[src/rtl/saru_pkg.sv]
`timescale 1ns / 1ps
// ----------------------------------------------------------------------------
// saru_pkg
// Shared types and event codes for the scroll address register unit.
// ----------------------------------------------------------------------------
package saru_pkg;

    // Event codes carried in the op field
    localparam logic [2:0] OP_CTRL   = 3'd0;
    localparam logic [2:0] OP_SCROLL = 3'd1;
    localparam logic [2:0] OP_ADDR   = 3'd2;
    localparam logic [2:0] OP_DATA   = 3'd3;
    localparam logic [2:0] OP_STATUS = 3'd4;
    localparam logic [2:0] OP_TILE   = 3'd5;
    localparam logic [2:0] OP_LINE   = 3'd6;
    localparam logic [2:0] OP_FRAME  = 3'd7;

    // Bit groups of the video address
    localparam logic [14:0] VERT_BITS = 15'h7BE0;
    localparam logic [14:0] HORZ_BITS = 15'h041F;

    // Coarse Y rows with special wrap handling
    localparam logic [4:0] ROW_LAST_VISIBLE = 5'd29;
    localparam logic [4:0] ROW_MAX          = 5'd31;

    typedef struct packed {
        logic [2:0] op;
        logic [7:0] data;
    } t_in_beat;

    typedef struct packed {
        logic [14:0] access_addr;
        logic [14:0] current_addr;
        logic [13:0] nt_fetch_addr;
        logic [13:0] at_fetch_addr;
        logic [1:0]  attr_quadrant;
        logic [2:0]  fine_y;
        logic [2:0]  fine_x_out;
        logic        toggle_out;
    } t_out_beat;

    // Architectural scroll state
    typedef struct packed {
        logic [14:0] temp_addr;
        logic [14:0] cur_addr;
        logic [2:0]  fine_x;
        logic        write_toggle;
        logic        step_by_32;
    } t_state;

endpackage

[src/rtl/saru_step.sv]
`timescale 1ns / 1ps
// ----------------------------------------------------------------------------
// saru_step
// Next-state and result logic for one event applied to the scroll state.
// ----------------------------------------------------------------------------
module saru_step (
    input  saru_pkg::t_state    i_state,
    input  saru_pkg::t_in_beat  i_beat,
    output saru_pkg::t_state    o_state,
    output saru_pkg::t_out_beat o_result
);
    import saru_pkg::*;

    logic [14:0] v;
    logic [14:0] tile_v;
    logic [14:0] line_v;
    logic [14:0] line_pre;
    logic [4:0]  row;
    logic [4:0]  row_next;
    logic        vflip;
    logic [7:0]  d;
    t_state      nxt;

    assign v = i_state.cur_addr;
    assign d = i_beat.data;

    // Horizontal step: coarse X wraps at 31 into the next nametable
    always_comb begin
        if (v[4:0] == 5'd31) begin
            tile_v = {v[14:11], ~v[10], v[9:5], 5'd0};
        end else begin
            tile_v = v + 15'd1;
        end
    end

    // Vertical step at line end, then horizontal reload from t
    always_comb begin
        row      = v[9:5];
        row_next = row + 5'd1;
        vflip    = 1'b0;
        if (row == ROW_LAST_VISIBLE) begin
            row_next = 5'd0;
            vflip    = 1'b1;
        end else if (row == ROW_MAX) begin
            row_next = 5'd0;
        end
        if (v[14:12] != 3'd7) begin
            line_pre = {v[14:12] + 3'd1, v[11:0]};
        end else begin
            line_pre = {3'd0, v[11] ^ vflip, v[10], row_next, v[4:0]};
        end
        line_v = (line_pre & ~HORZ_BITS) | (i_state.temp_addr & HORZ_BITS);
    end

    // Event decode
    always_comb begin
        nxt = i_state;
        unique case (i_beat.op)
            OP_CTRL: begin
                nxt.step_by_32      = d[2];
                nxt.temp_addr[11:10] = d[1:0];
            end
            OP_SCROLL: begin
                if (!i_state.write_toggle) begin
                    nxt.fine_x          = d[2:0];
                    nxt.temp_addr[4:0]  = d[7:3];
                end else begin
                    nxt.temp_addr[9:5]   = d[7:3];
                    nxt.temp_addr[14:12] = d[2:0];
                end
                nxt.write_toggle = ~i_state.write_toggle;
            end
            OP_ADDR: begin
                if (!i_state.write_toggle) begin
                    nxt.temp_addr[14]   = 1'b0;
                    nxt.temp_addr[13:8] = d[5:0];
                end else begin
                    nxt.temp_addr[7:0] = d;
                    nxt.cur_addr       = {i_state.temp_addr[14:8], d};
                end
                nxt.write_toggle = ~i_state.write_toggle;
            end
            OP_DATA: begin
                nxt.cur_addr = v + (i_state.step_by_32 ? 15'd32 : 15'd1);
            end
            OP_STATUS: begin
                nxt.write_toggle = 1'b0;
            end
            OP_TILE: begin
                nxt.cur_addr = tile_v;
            end
            OP_LINE: begin
                nxt.cur_addr = line_v;
            end
            default: begin
                nxt.cur_addr = (v & ~VERT_BITS) | (i_state.temp_addr & VERT_BITS);
            end
        endcase
    end

    assign o_state = nxt;

    // Derived fetch addresses from the updated address; access_addr is the address before the update
    always_comb begin
        o_result.access_addr   = v;
        o_result.current_addr  = nxt.cur_addr;
        o_result.nt_fetch_addr = {2'b10, nxt.cur_addr[11:0]};
        o_result.at_fetch_addr = {2'b10, nxt.cur_addr[11:10], 4'b1111,
                                  nxt.cur_addr[9:7], nxt.cur_addr[4:2]};
        o_result.attr_quadrant = {nxt.cur_addr[6], nxt.cur_addr[1]};
        o_result.fine_y        = nxt.cur_addr[14:12];
        o_result.fine_x_out    = nxt.fine_x;
        o_result.toggle_out    = nxt.write_toggle;
    end

endmodule

[src/rtl/scroll_address_register_unit.sv]
`timescale 1ns / 1ps
// ----------------------------------------------------------------------------
// scroll_address_register_unit
// Scroll and video address registers: applies one event per beat and reports
// the access, nametable and attribute addresses.
// ----------------------------------------------------------------------------
//  channel | direction | handshake              | payload
//  in      | input     | i_in_valid / o_in_stall  | t_in_beat  (op, data)
//  out     | output    | o_out_valid / i_out_stall | t_out_beat (addresses)
//
//  One beat per cycle while o_in_stall is low; results are registered.
//  State updates at the accepting edge, so events chain back to back.
//  A two-entry output buffer (output register plus skid) lets one more beat
//  in while a result is stalled; o_in_stall is the skid-full flag.
//  Synchronous active-low reset clears the state and empties the buffer.
// ----------------------------------------------------------------------------
module scroll_address_register_unit (
    input  logic                i_clk,
    input  logic                i_rst_n,
    input  logic                i_in_valid,
    output logic                o_in_stall,
    input  saru_pkg::t_in_beat  i_in_data,
    output logic                o_out_valid,
    input  logic                i_out_stall,
    output saru_pkg::t_out_beat o_out_data
);
    import saru_pkg::*;

    t_state    r_state;
    t_state    n_state;
    t_out_beat n_result;
    t_out_beat r_out;
    t_out_beat r_skid;
    logic      r_out_valid;
    logic      r_skid_valid;
    logic      in_acc;
    logic      out_free;

    saru_step u_step (
        .i_state  (r_state),
        .i_beat   (i_in_data),
        .o_state  (n_state),
        .o_result (n_result)
    );

    assign in_acc   = i_in_valid && !r_skid_valid;
    assign out_free = !r_out_valid || !i_out_stall;

    // Scroll state
    always_ff @(posedge i_clk) begin
        if (!i_rst_n) begin
            r_state <= '0;
        end else if (in_acc) begin
            r_state <= n_state;
        end
    end

    // Output register with skid
    always_ff @(posedge i_clk) begin
        if (!i_rst_n) begin
            r_out_valid  <= 1'b0;
            r_skid_valid <= 1'b0;
        end else if (out_free) begin
            r_out_valid  <= r_skid_valid || in_acc;
            r_skid_valid <= 1'b0;
        end else if (in_acc) begin
            r_skid_valid <= 1'b1;
        end
    end

    always_ff @(posedge i_clk) begin
        if (out_free) begin
            r_out <= r_skid_valid ? r_skid : n_result;
        end else if (in_acc) begin
            r_skid <= n_result;
        end
    end

    assign o_in_stall  = r_skid_valid;
    assign o_out_valid = r_out_valid;
    assign o_out_data  = r_out;

`ifndef SYNTHESIS
    a_skid_behind_out: assert property (@(posedge i_clk) disable iff (!i_rst_n)
        r_skid_valid |-> r_out_valid)
        else $error("skid holds a beat while output register is empty");

    a_stall_fills_skid: assert property (@(posedge i_clk) disable iff (!i_rst_n)
        (in_acc && r_out_valid && i_out_stall) |=> r_skid_valid)
        else $error("beat accepted under stall was not parked in skid");

    a_status_clears: assert property (@(posedge i_clk) disable iff (!i_rst_n)
        (in_acc && i_in_data.op == OP_STATUS) |=> !r_state.write_toggle)
        else $error("status read did not clear write toggle");

    a_cur_only_on_accept: assert property (@(posedge i_clk) disable iff (!i_rst_n)
        !in_acc |=> $stable(r_state))
        else $error("scroll state changed without an accepted beat");
`endif

endmodule
[config.mk]
export PLATFORM = sky130hd
export DESIGN_NAME = scroll_address_register_unit
export DESIGN_NICKNAME = d
export VERILOG_FILES = /design/src/rtl/saru_pkg.sv /design/src/rtl/saru_step.sv /design/src/rtl/scroll_address_register_unit.sv
export SDC_FILE = /design/constraint.sdc
export NUM_CORES = 1
export LEC_CHECK = 0
export ABC_AREA = 1
export BUFFER_PORTS_ARGS = -buffer_cell sky130_fd_sc_hd__clkbuf_2
export CAP_MARGIN = 20
export CORE_MARGIN = 2
export CORE_UTILIZATION = 51
export CTS_CLUSTER_SIZE = 24
export DETAILED_ROUTE_END_ITERATION = 10
export PLACE_DENSITY = 0.7
export SYNTH_ARGS = -nofsm -noshare
export SYNTH_HDL_FRONTEND = slang
export SYNTH_HIERARCHICAL = 1
export SYNTH_SLANG_ARGS = --single-unit
[constraint.sdc]
create_clock -name i_clk -period 19.5 [get_ports i_clk]
set_input_delay 1.95 -clock i_clk [delete_from_list [all_inputs] [get_ports i_clk]]
set_output_delay 1.95 -clock i_clk [all_outputs]
set_load 0.05 [all_outputs]
==> results of run 1 <==
worst paths after layout:
| check | end | slack (ps) |
|---|---|---|
| worst max-delay path | r_state[6] | 15420 |
| worst min-delay path | r_state[4] | 490 |
| worst max register to register | o_out_data[8] | 16370 |
| worst min register to register | r_state[4] | 490 |
power by group through the flow:
| stage | registers [mW] | clock network (mW) | logic, mW |
|---|---|---|---|
| after floorplan | 0.515 | 0 | 0.0854 |
| final | 0.447 | 0.319 | 0.171 |
| after global routing | 0.450 | 0.340 | 0.186 |
| after CTS | 0.448 | 0.325 | 0.170 |
| after global placement | 0.455 | 0 | 0.169 |
| after detailed placement | 0.456 | 0 | 0.170 |
layout make-up:
type                    instances  area share
flip-flops and latches        171       0.492
clock inverters                15      0.0136
multi-input cells             695       0.334
well taps                     225      0.0291
clock buffers                  17      0.0439
repair buffers                 89      0.0476
inverters                     103      0.0401
per-stage QoR:
stage	std cells	hold WS (ps)	instance area, sq um	util	worst slack (ps)
2_1_floorplan	1078	455	9110	-	10800
3_3_place_gp	1283	466	9130	0.526	15210
6_report	1315	485	9680	0.558	15420
3_5_place_dp	1283	473	9130	0.526	15140
4_1_cts	1315	486	9680	0.558	15580
5_1_grt	1315	504	9680	0.558	15220
critical path, stage by stage:
cell and delay (ps):
clkbuf_2 180, nand2_2 110, nor2_1 690, nand2_1 330, inv_1 120, nand2_1 70, o211ai_1 80, a21oi_1 80
o21ai_1 480, inv_1 110, nand3_2 90, nand2_1 60, nor2_1 100
cells by family after synthesis:
logic type / after synthesis / share of synthesized area
AND/OR/NAND/NOR: 589 / 0.277
buffers and inverters: 212 / 0.124
flip-flops: 171 / 0.524
AO/OA/AOI/OAI: 83 / 0.0559
adder cells (fa/ha/maj): 10 / 0.0138
XOR/XNOR: 5 / 0.00482
other: 2 / 0.000826
per-layer routing:
layer	track usage	share of wire	vias to the layer above
li1	-	-	3423
met4	0.0899	0.025	0
met5	0	0	-
met3	0.0489	0.070	45
met2	0.364	0.45	296
met1	0.332	0.45	3149
cell usage in the layout, fill, tap and decap left out, types with 4 or more instances in the layout:
| master | n |
|---|---|
| ha_1 | 10 |
| o221ai_1 | 9 |
| nand3_1 | 74 |
| inv_2 | 5 |
| buf_4 | 6 |
| inv_6 | 5 |
| nand4_1 | 5 |
| conb_1 | 8 |
| clkbuf_2 | 83 |
| xor2_1 | 4 |
| a21oi_1 | 19 |
| clkbuf_16 | 17 |
| nand3_2 | 21 |
| nor2_1 | 125 |
| o21ai_0 | 29 |
| nand2_2 | 4 |
| o211ai_1 | 7 |
| inv_1 | 97 |
| o22ai_1 | 5 |
| dfxtp_1 | 36 |
| nand2_1 | 348 |
| edfxtp_1 | 134 |
sequential cells by signal, indices dropped and copies added (netlist names):
signal       count
o_in_stall       1
r_state         35
r_skid          67
o_out_valid      1
o_out_data      67
==> metrics.md, run 1 <==
| Metric | Value |
|---|---|
| Die footprint | `around 0.019 sq mm` |
| Register area | `~0.0048 sq mm` |
| Hold Fails Final Rpt | `0` |
| Post-route clock period utilization | `0.209` |
| Synthesized area per cell | `roughly 8.5 sq um` |
| Die Width | `~140 um` |
| Area leader, netlist | `edfxtp_1` |
| Buffers on Ports | `83` |
| CTS tree | `built` |
| Req. time, crit path | `between 15000 and 20000 ps` |
| Filler cells | `~1.6k` |
| Startpoint types | `primary input` |
| Core Region | `about 0.017 sq mm` |
| CP Class | `primary input to flip-flop` |
| CTS Hold Buffers Added | `0` |
| Switching pwr | `a little over 0.3 mW` |
| Synth Warn # | `6` |
| Final Setup Violations | `0` |
| RSZ-0062 raised after global routing | `false` |
| Fmax | `between 0.2 and 0.25 GHz` |
| EDFF count, synth | `roughly 130` |
| Internal power | `0.634 mW` |
| CTS H-tree depth | `4` |
| Crit. Startpoint | `i_in_data[8]` |
| Crit path DAT | `roughly 4400 ps` |
| Drt total wl | `around 22000 um` |
| CTS root buf | `clkbuf_16` |
| Die height | `between 100 and 150 um` |
| Final setup skew | `around 13 ps` |
| Clock insertion delay at the later pin of the skew report | `around 430 ps` |
| DR iter-0 viols | `slightly above 700` |
| Crit-path max FO | `11` |
| Register clock-pin slew on the reported worst setup and hold paths | `about 70 ps` |
| Vias per std cell | `roughly 5.3` |
| Post_cts resized | `0` |
| Net Sw Frac | `0.323` |
| Gr ovfl total | `0` |
| Synth top cells by count | `nand2_1 (349), edfxtp_1 (134), nor2_1 (125)` |
| Max_slew headroom | `0.399` |
| Max-slew violations | `0` |
| Comb pwr share | `0.182` |
| Share of the synthesized area in the top cell type | `0.443` |
| Share of cells above drive strength 1 | `0.149` |
| Worst min path class | `flip-flop to flip-flop` |
| WHS Path Cells | `2` |
| Routed Antenna Nets | `0` |
| Cell Pwr Density | `96.8 mW/mm^2` |
| #FFs+latches synth | `about 170` |
| Wire length of the first global-routing pass | `roughly 34000 um` |
| Synth Instances | `between 1k and 1.5k` |
| Largest cells by area after synthesis | `edfxtp_1 (44%), nand2_1 (14%), dfxtp_1 (8.1%), buf_4 (6.1%), nor2_1 (5.2%)` |
| Inserted Clock Buffers | `17` |
| Ys async rst share | `0` |
| Num ports | `84` |
| Netlist Area Pre-Place | `slightly above 0.009 sq mm` |
| Starting Density | `0.524` |
| Hold Crit Start | `r_state[4]` |
| Post-synth cell types | `41` |
| Period minus WS final | `4080 ps` |
| Final Total Pwr | `~0.94 mW` |
| Post-DP HPWL | `approximately 15000 um` |
| Footprint of the multi-input gates | `between 0.003 and 0.004 sq mm` |
| Sequential area share after synthesis | `0.524` |
| Sequential Power Share | `0.477` |
| Num rows | `48` |
| Post-route DRC | `0` |
| Final setup TNS | `0 ps` |
| Antenna violations before repair | `0` |
| Wire length per cell | `16.5 um` |
| Clk buf depth | `2` |
| Crit. End Element | `flip-flop` |
| Worst-Margin Slew | `~900 ps` |
| Pin count of the biggest net entering global routing | `72` |
| Postcts setup bufs | `0` |
| Clock power share | `0.340` |
| Ant diodes | `0` |
| First-pass iteration count of the detailed router | `6` |
| Clock sink total | `around 170` |
| Number of global-route vias before repair | `between 6k and 7k` |
| Overall routing resource usage | `0.237` |
| Max-cap viol count | `0` |
| NumNets Final | `1102` |
| Status | `finished, final reports clean` |
| Crit Reg-Reg Startpoint | `r_state[5]` |
| Top-count cell post-synth | `nand2_1` |
| Reg2reg path depth | `11` |
| Main flop type after synthesis | `edfxtp_1` |
| RD Place Congestion | `roughly 1` |
| Max VDD drop | `65.5 uV` |
| Leak Pwr | `around 4.4 nW` |
| Via count | `6913` |
| Area Overhead vs Synth | `6.48%` |
No activity file was read; power rests on OpenSTA's default activity.
==> inputs of run 2 (changes only) <==
Clock period 19.5 ns to 4 ns, I/O delays scaled along.
==> metrics.md, run 2 (synthesis gave the netlist of run 1 again) <==
| Metric | Value |
|---|---|
| Register clock-pin slew on the reported worst setup and hold paths | `60 ps (was 70 ps)` |
| Clock insertion delay at the later pin of the skew report | `420 ps (was 430 ps)` |
| Clk buf depth | `2 (unchanged)` |
| Most used routing layer | `met2 (unchanged)` |
| Worst hold margin | `245 ps (was 485 ps)` |
| Wire length of the first global-routing pass | `34700 um (was 33800 um)` |
| Via count | `7023 (was 6913)` |
| Ant diodes | `0 (unchanged)` |
| RSZ-0062 raised after global routing | `false (unchanged)` |
| Starting Density | `0.524 (unchanged)` |
| Final setup skew | `18.2 ps (was 12.7 ps)` |
| CTS tree | `built (unchanged)` |
| Post_cts resized | `0 (unchanged)` |
| Die Width | `138 um (unchanged)` |
| Slowest stage cell on the critical path | `dfxtp_1 (was nor2_1)` |
| Core Region | `0.0174 sq mm (unchanged)` |
| Hold Fails Final Rpt | `0 (unchanged)` |
| Period minus WS final | `approximately 2800 ps` |
| Filler cells | `1558 (was 1596)` |
| Hold Crit Start | `i_out_stall (was r_state[4])` |
| Met1 Use GR | `0.337 (was 0.332)` |
| Startpoint types | `flip-flop (was primary input)` |
| Drt total wl | `22300 um (was 21700 um)` |
| Die height | `138 um (unchanged)` |
| Share of cells above drive strength 1 | `0.151 (was 0.149)` |
| Largest delay contributor family on the critical path | `simple AND/OR/NAND/NOR gates (unchanged)` |
| Met2 Use GR | `0.387 (was 0.364)` |
| Fin area | `0.00971 sq mm (was 0.00968 sq mm)` |
| Post-DP HPWL | `15500 um (was 14900 um)` |
| Num ports | `84 (unchanged)` |
| Worst min path class | `primary input to flip-flop (was flip-flop to flip-flop)` |
| Crit. End Element | `flip-flop (unchanged)` |
| Clock sink total | `171 (unchanged)` |
| Max_slew headroom | `0.472 (was 0.399)` |
| Die footprint | `0.0189 sq mm (unchanged)` |
| Status | `finished, final reports clean (unchanged)` |
| CP Class | `flip-flop to flip-flop (was primary input to flip-flop)` |
| NumNets Final | `1107 (was 1102)` |
| Post-route DRC | `0 (unchanged)` |
| Num rows | `48 (unchanged)` |
| Cell mode on critical path | `nand2_1 (unchanged)` |
| Placed inst area | `0.00918 sq mm (was 0.00913 sq mm)` |
| DR iter-0 viols | `891 (was 707)` |
| Max incr delay on CP | `490 ps (was 690 ps)` |
| Postcts setup bufs | `0 (unchanged)` |
| Vias per std cell | `5.32 (was 5.26)` |
| Final core occ | `0.559 (was 0.558)` |
| Gr ovfl total | `0 (unchanged)` |
| Worst-Margin Slew | `791 ps (was 898 ps)` |
| WHS Path Cells | `3 (was 2)` |
| Worst reg2reg path endpoint | `o_out_data[24] (was o_out_data[8])` |
| Most common cell after layout, fill and taps aside | `nand2_1 (unchanged)` |
| Register area | `0.00477 sq mm (unchanged)` |
| Worst-path cell chain | `ha_1, nand3_1, inv_1, ha_1, inv_1, nand2_1, inv_1, nand2_1, o211ai_1, a21oi_1, o21ai_1, nand2_1, nand2_1 (was clkbuf_2, nand2_2, nor2_1, nand2_1, inv_1, nand2_1, o211ai_1, a21oi_1, o21ai_1, inv_1, nand3_2, nand2_1, nor2_1)` |
| Reg2Reg Setup Slack | `1160 ps (was 16370 ps)` |
| Leak Pwr | `4.42 nW (about the same)` |
| Dpl ws | `1230 ps (was 15140 ps)` |
| Crit path DAT | `3000 ps (was 4440 ps)` |
| Final setup TNS | `0 ps (unchanged)` |
| Area Overhead vs Synth | `6.74% (was 6.48%)` |
| Inserted Clock Buffers | `17 (unchanged)` |
| Number of global-route vias before repair | `6292 (was 6291)` |
| Max-cap viol count | `0 (unchanged)` |
| Max VDD drop | `299 uV (was 65.5 uV)` |
| Commonest cells after routing, fill and taps aside | `nand2_1 (348), edfxtp_1 (134), nor2_1 (125) (unchanged)` |
| Req. time, crit path | `4170 ps (was 19860 ps)` |
| Reg2reg path depth | `13 (was 11)` |
| First-pass iteration count of the detailed router | `5 (was 6)` |
| Post-route clock period utilization | `0.710` |
| RD Place Congestion | `0.947 (was 1.01)` |
| Antenna violations before repair | `0 (unchanged)` |
| Footprint of the multi-input gates | `0.00324 sq mm (was 0.00323 sq mm)` |
| Crit Reg-Reg Startpoint | `r_state[6] (was r_state[5])` |
| Fmax | `0.352 GHz` |
| Max-slew violations | `0 (unchanged)` |
| Wire length per cell | `16.9 um (was 16.5 um)` |
| Final Setup Violations | `0 (unchanged)` |
| CTS Hold Buffers Added | `0 (unchanged)` |
| Met3 Use GR | `0.0438 (was 0.0489)` |
| Routed Antenna Nets | `0 (unchanged)` |
| Pin count of the biggest net entering global routing | `72 (unchanged)` |
| Crit. Startpoint | `r_state[6] (was i_in_data[8])` |
| Buffers on Ports | `83 (unchanged)` |
| Overall routing resource usage | `0.243 (was 0.237)` |
| CTS root buf | `clkbuf_16 (unchanged)` |
| WP buf/inv | `3 (unchanged)` |
| Setup ws final | `1160 ps (was 15420 ps)` |
| Worst Hold End | `o_out_valid (was r_state[4])` |
| Crit-path max FO | `9 (was 11)` |
| Cell Pwr Density | `463 mW/mm^2 (was 96.8 mW/mm^2)` |
| CTS H-tree depth | `4 (unchanged)` |
[run 2: cell count changes in the layout (fill, tap and decap cells not counted), sizes merged]
cell      previous run  this run
clkinv               6         7
inv                110       105
clkbuf             100       101
buf                  6        11
clkinvlp             2         4
[run 2: layout make-up]
class	count	area share
clock buffer	18	0.0442
inverter	103	0.0400
tap	225	0.0290
clock inverter	13	0.00980
sequential	171	0.491
multi-input combinational	695	0.333
timing repair buffer	94	0.0526
[run 2: layer usage]
| layer | part of all wire | wire (um) |
|---|---|---|
| met5 | 0 | 0 |
| met4 | 0.022 | 494 |
| met3 | 0.065 | 1440 |
| met2 | 0.47 | 10500 |
| met1 | 0.44 | 9900 |
[run 2: stage by stage]
| stage | power, mW | cells |
|---|---|---|
| detailed placement | 3.07 | 1288 |
| floorplan | 2.92 | 1078 |
| finish | 4.50 | 1319 |
| global placement | 3.05 | 1288 |
| global route | 4.68 | 1319 |
| CTS | 4.52 | 1319 |
[run 2: how the worst max path moves through the flow]
stage,endpoint,cells after the start,slack (ps)
2_1_floorplan,r_skid[0],2,180
3_3_place_gp,o_out_data[7],13,1250
3_5_place_dp,o_out_data[24],13,1230
4_1_cts,o_out_data[24],13,1210
5_1_grt,r_state[8],13,880
6_report,o_out_data[24],13,1160
[run 2: power by group]
group | switching [mW] | internal (mW)
Combinational | 0.665 | 0.191
Clock | 0.677 | 0.794
Sequential | 0.0837 | 2.09
Total | 1.43 | 3.07
[run 2: worst reg2reg max path, stage by stage (launching register included)]
cell	delay (ps)
dfxtp_1	490
ha_1	250
nand3_1	140
inv_1	120
ha_1	360
inv_1	170
nand2_1	220
inv_1	60
nand2_1	70
o211ai_1	80
a21oi_1	210
o21ai_1	210
nand2_1	130
nand2_1	80
==> inputs of run 3 (changes only) <==
Clock period 4 ns to 2.7 ns, I/O delays scaled along.
==> metrics.md, run 3 (synthesis gave the netlist of run 1 again) <==
| Metric | Value |
|---|---|
| Most common cell after layout, fill and taps aside | `nand2_1 (unchanged)` |
| Worst Setup EP | `o_out_data[6] (was o_out_data[24])` |
| Internal power | `4.71 mW (was 3.07 mW)` |
| Post-DP HPWL | `15300 um (was 15500 um)` |
| Share of cells above drive strength 1 | `0.168 (was 0.151)` |
| Max_slew headroom | `0.447 (was 0.472)` |
| Starting Density | `0.524 (unchanged)` |
| Req. time, crit path | `2880 ps (was 4170 ps)` |
| WP depth | `13 (unchanged)` |
| Overall routing resource usage | `0.248 (was 0.243)` |
| Final Setup Violations | `0 (unchanged)` |
| First-pass iteration count of the detailed router | `7 (was 5)` |
| Ant diodes | `0 (unchanged)` |
| Worst-path cell chain | `ha_1, ha_1, nand2_1, nor2_2, inv_1, o21bai_1, nand3_1, nand3_1, nand3_1, nand2_1, inv_1, nand2_1, nand2_1 (was ha_1, nand3_1, inv_1, ha_1, inv_1, nand2_1, inv_1, nand2_1, o211ai_1, a21oi_1, o21ai_1, nand2_1, nand2_1)` |
| CTS tree | `built (unchanged)` |
| Die height | `138 um (unchanged)` |
| Buffers on Ports | `83 (unchanged)` |
| Crit. Startpoint | `r_state[5] (was r_state[6])` |
| Pin count of the biggest net entering global routing | `71 (was 72)` |
| NumNets Final | `1122 (was 1107)` |
| Net Sw Frac | `0.319 (was 0.317)` |
| CP Class | `flip-flop to flip-flop (unchanged)` |
| WP buf/inv | `2 (was 3)` |
| Period minus WS final | `2470 ps (was 2840 ps)` |
| Switching pwr | `2.21 mW (was 1.43 mW)` |
| Max VDD drop | `458 uV (was 299 uV)` |
| Crit-path max FO | `8 (was 9)` |
| Clock sink total | `171 (unchanged)` |
| Filler cells | `1620 (was 1558)` |
| Max incr delay on CP | `460 ps (was 490 ps)` |
| Number of global-route vias before repair | `6378 (was 6292)` |
| Wire length per cell | `16.6 um (was 16.9 um)` |
| Inserted Clock Buffers | `17 (unchanged)` |
| Startpoint types | `flip-flop (unchanged)` |
| CTS root buf | `clkbuf_16 (unchanged)` |
| RSZ-0062 raised after global routing | `false (unchanged)` |
| Reg2reg path depth | `13 (unchanged)` |
| Max-cap viol count | `0 (unchanged)` |
| Status | `finished, final reports clean (unchanged)` |
| Die Width | `138 um (unchanged)` |
| DR iter-0 viols | `618 (was 891)` |
| Met1 Use GR | `0.346 (was 0.337)` |
| Num ports | `84 (unchanged)` |
| Antenna violations before repair | `0 (unchanged)` |
| Fmax | `0.405 GHz (was 0.352 GHz)` |
| Post-route DRC | `0 (unchanged)` |
| Final Total Pwr | `6.92 mW (was 4.50 mW)` |
| Clock insertion delay at the later pin of the skew report | `430 ps (was 420 ps)` |
| Met3 Use GR | `0.0519 (was 0.0438)` |
| Hold Crit Start | `i_out_stall (unchanged)` |
| Vias per std cell | `5.30 (was 5.32)` |
| Max-slew violations | `0 (unchanged)` |
| Post-route clock period utilization | `0.914 (was 0.710)` |
| Wire length of the first global-routing pass | `35000 um (was 34700 um)` |
| Most used routing layer | `met2 (unchanged)` |
| Sequential Power Share | `0.463 (was 0.483)` |
| Cell mode on critical path | `nand2_1 (unchanged)` |
| Clock power share | `0.348 (was 0.327)` |
| Register clock-pin slew on the reported worst setup and hold paths | `70 ps (was 60 ps)` |
| Met2 Use GR | `0.383 (was 0.387)` |
| Routed Antenna Nets | `0 (unchanged)` |
| Cell Pwr Density | `698 mW/mm^2 (was 463 mW/mm^2)` |
| Crit Reg-Reg Startpoint | `r_state[5] (was r_state[6])` |
| Worst-Margin Slew | `830 ps (was 791 ps)` |
| CTS H-tree depth | `4 (unchanged)` |
| Core Region | `0.0174 sq mm (unchanged)` |
| Worst min path class | `primary input to flip-flop (unchanged)` |
| Die footprint | `0.0189 sq mm (unchanged)` |
| CTS Hold Buffers Added | `0 (unchanged)` |
| Crit path DAT | `2650 ps (was 3000 ps)` |
| Via count | `7080 (was 7023)` |
| Drt total wl | `22200 um (was 22300 um)` |
| Final setup skew | `12.0 ps (was 18.2 ps)` |
| Area Overhead vs Synth | `9.05% (was 6.74%)` |
| Leak Pwr | `4.54 nW (was 4.42 nW)` |
| Reg2Reg Setup Slack | `230 ps (was 1160 ps)` |
| Largest delay contributor family on the critical path | `simple AND/OR/NAND/NOR gates (unchanged)` |
| Slowest stage cell on the critical path | `dfxtp_1 (unchanged)` |
| Final core occ | `0.571 (was 0.559)` |
| Crit. End Element | `flip-flop (unchanged)` |
| Clk buf depth | `2 (unchanged)` |
| Num rows | `48 (unchanged)` |
| Comb pwr share | `0.189 (was 0.190)` |
| Hold Fails Final Rpt | `0 (unchanged)` |
| Worst reg2reg path endpoint | `o_out_data[6] (was o_out_data[24])` |
| Gr ovfl total | `0 (unchanged)` |
| Commonest cells after routing, fill and taps aside | `nand2_1 (348), edfxtp_1 (134), nor2_1 (124) (was nand2_1 (348), edfxtp_1 (134), nor2_1 (125))` |
| RD Place Congestion | `0.966 (was 0.947)` |
[run 3: changes by cell type in the layout (fill, tap and decap cells not counted), sizes merged]
| cell | previous run | this run |
|---|---|---|
| inv | 105 | 109 |
| clkbuf | 101 | 100 |
| clkinvlp | 4 | 1 |
| buf | 11 | 26 |
| bufinv | 0 | 1 |
[run 3: worst min-delay path by stage]
stage / end / slack, ps / depth (start not counted)
global route: o_out_valid / 160 / 3
finish: o_out_valid / 140 / 3
CTS: o_out_valid / 130 / 3
floorplan: o_out_valid / 410 / 2
detailed placement: r_state[2] / 470 / 2
global placement: r_state[4] / 470 / 2
[run 3: cell type report]
class                      count  area [sq um]  area share
clock inverter                15           158      0.0159
sequential                   171          4770       0.481
timing repair buffer         109           636      0.0641
inverter                     103           388      0.0391
tap                          225           282      0.0284
multi-input combinational    695          3260       0.329
clock buffer                  17           425      0.0429
[run 3: metrics by stage]
step           setup WS (ps)  TNS, ps  hold WS (ps)  cells  area, sq um
4_1_cts                  122        0           126   1334         9900
6_report                 231        0           141   1335         9920
5_1_grt                 8.68        0           164   1335         9920
2_1_floorplan           -184   -12320           409   1078         9150
3_5_place_dp             130        0           473   1302         9320
3_3_place_gp             152        0           467   1302         9320
[run 3: power groups by stage]
stage	Combinational [mW]	Clock [mW]	Sequential, mW
after global placement	1.29	0	3.26
after CTS	1.31	2.45	3.20
final	1.31	2.40	3.20
after global routing	1.42	2.56	3.22
after floorplan	0.620	0	3.71
after detailed placement	1.30	0	3.26
[run 3: worst min-delay path, cell delays in order]
cell and delay, ps:
clkbuf_2 130, nand3_1 90, nand2_1 50
[run 3: layer usage]
metal / part of all wire / up-vias
met3: 0.064 / 39
li1: - / 3463
met4: 0.023 / 0
met2: 0.47 / 266
met5: 0 / -
met1: 0.45 / 3312
[run 3: timing repair]
item	in CTS	in global routing
gates resized for setup	0	3
setup buffers	0	1
endpoints found under the setup margin	0	18
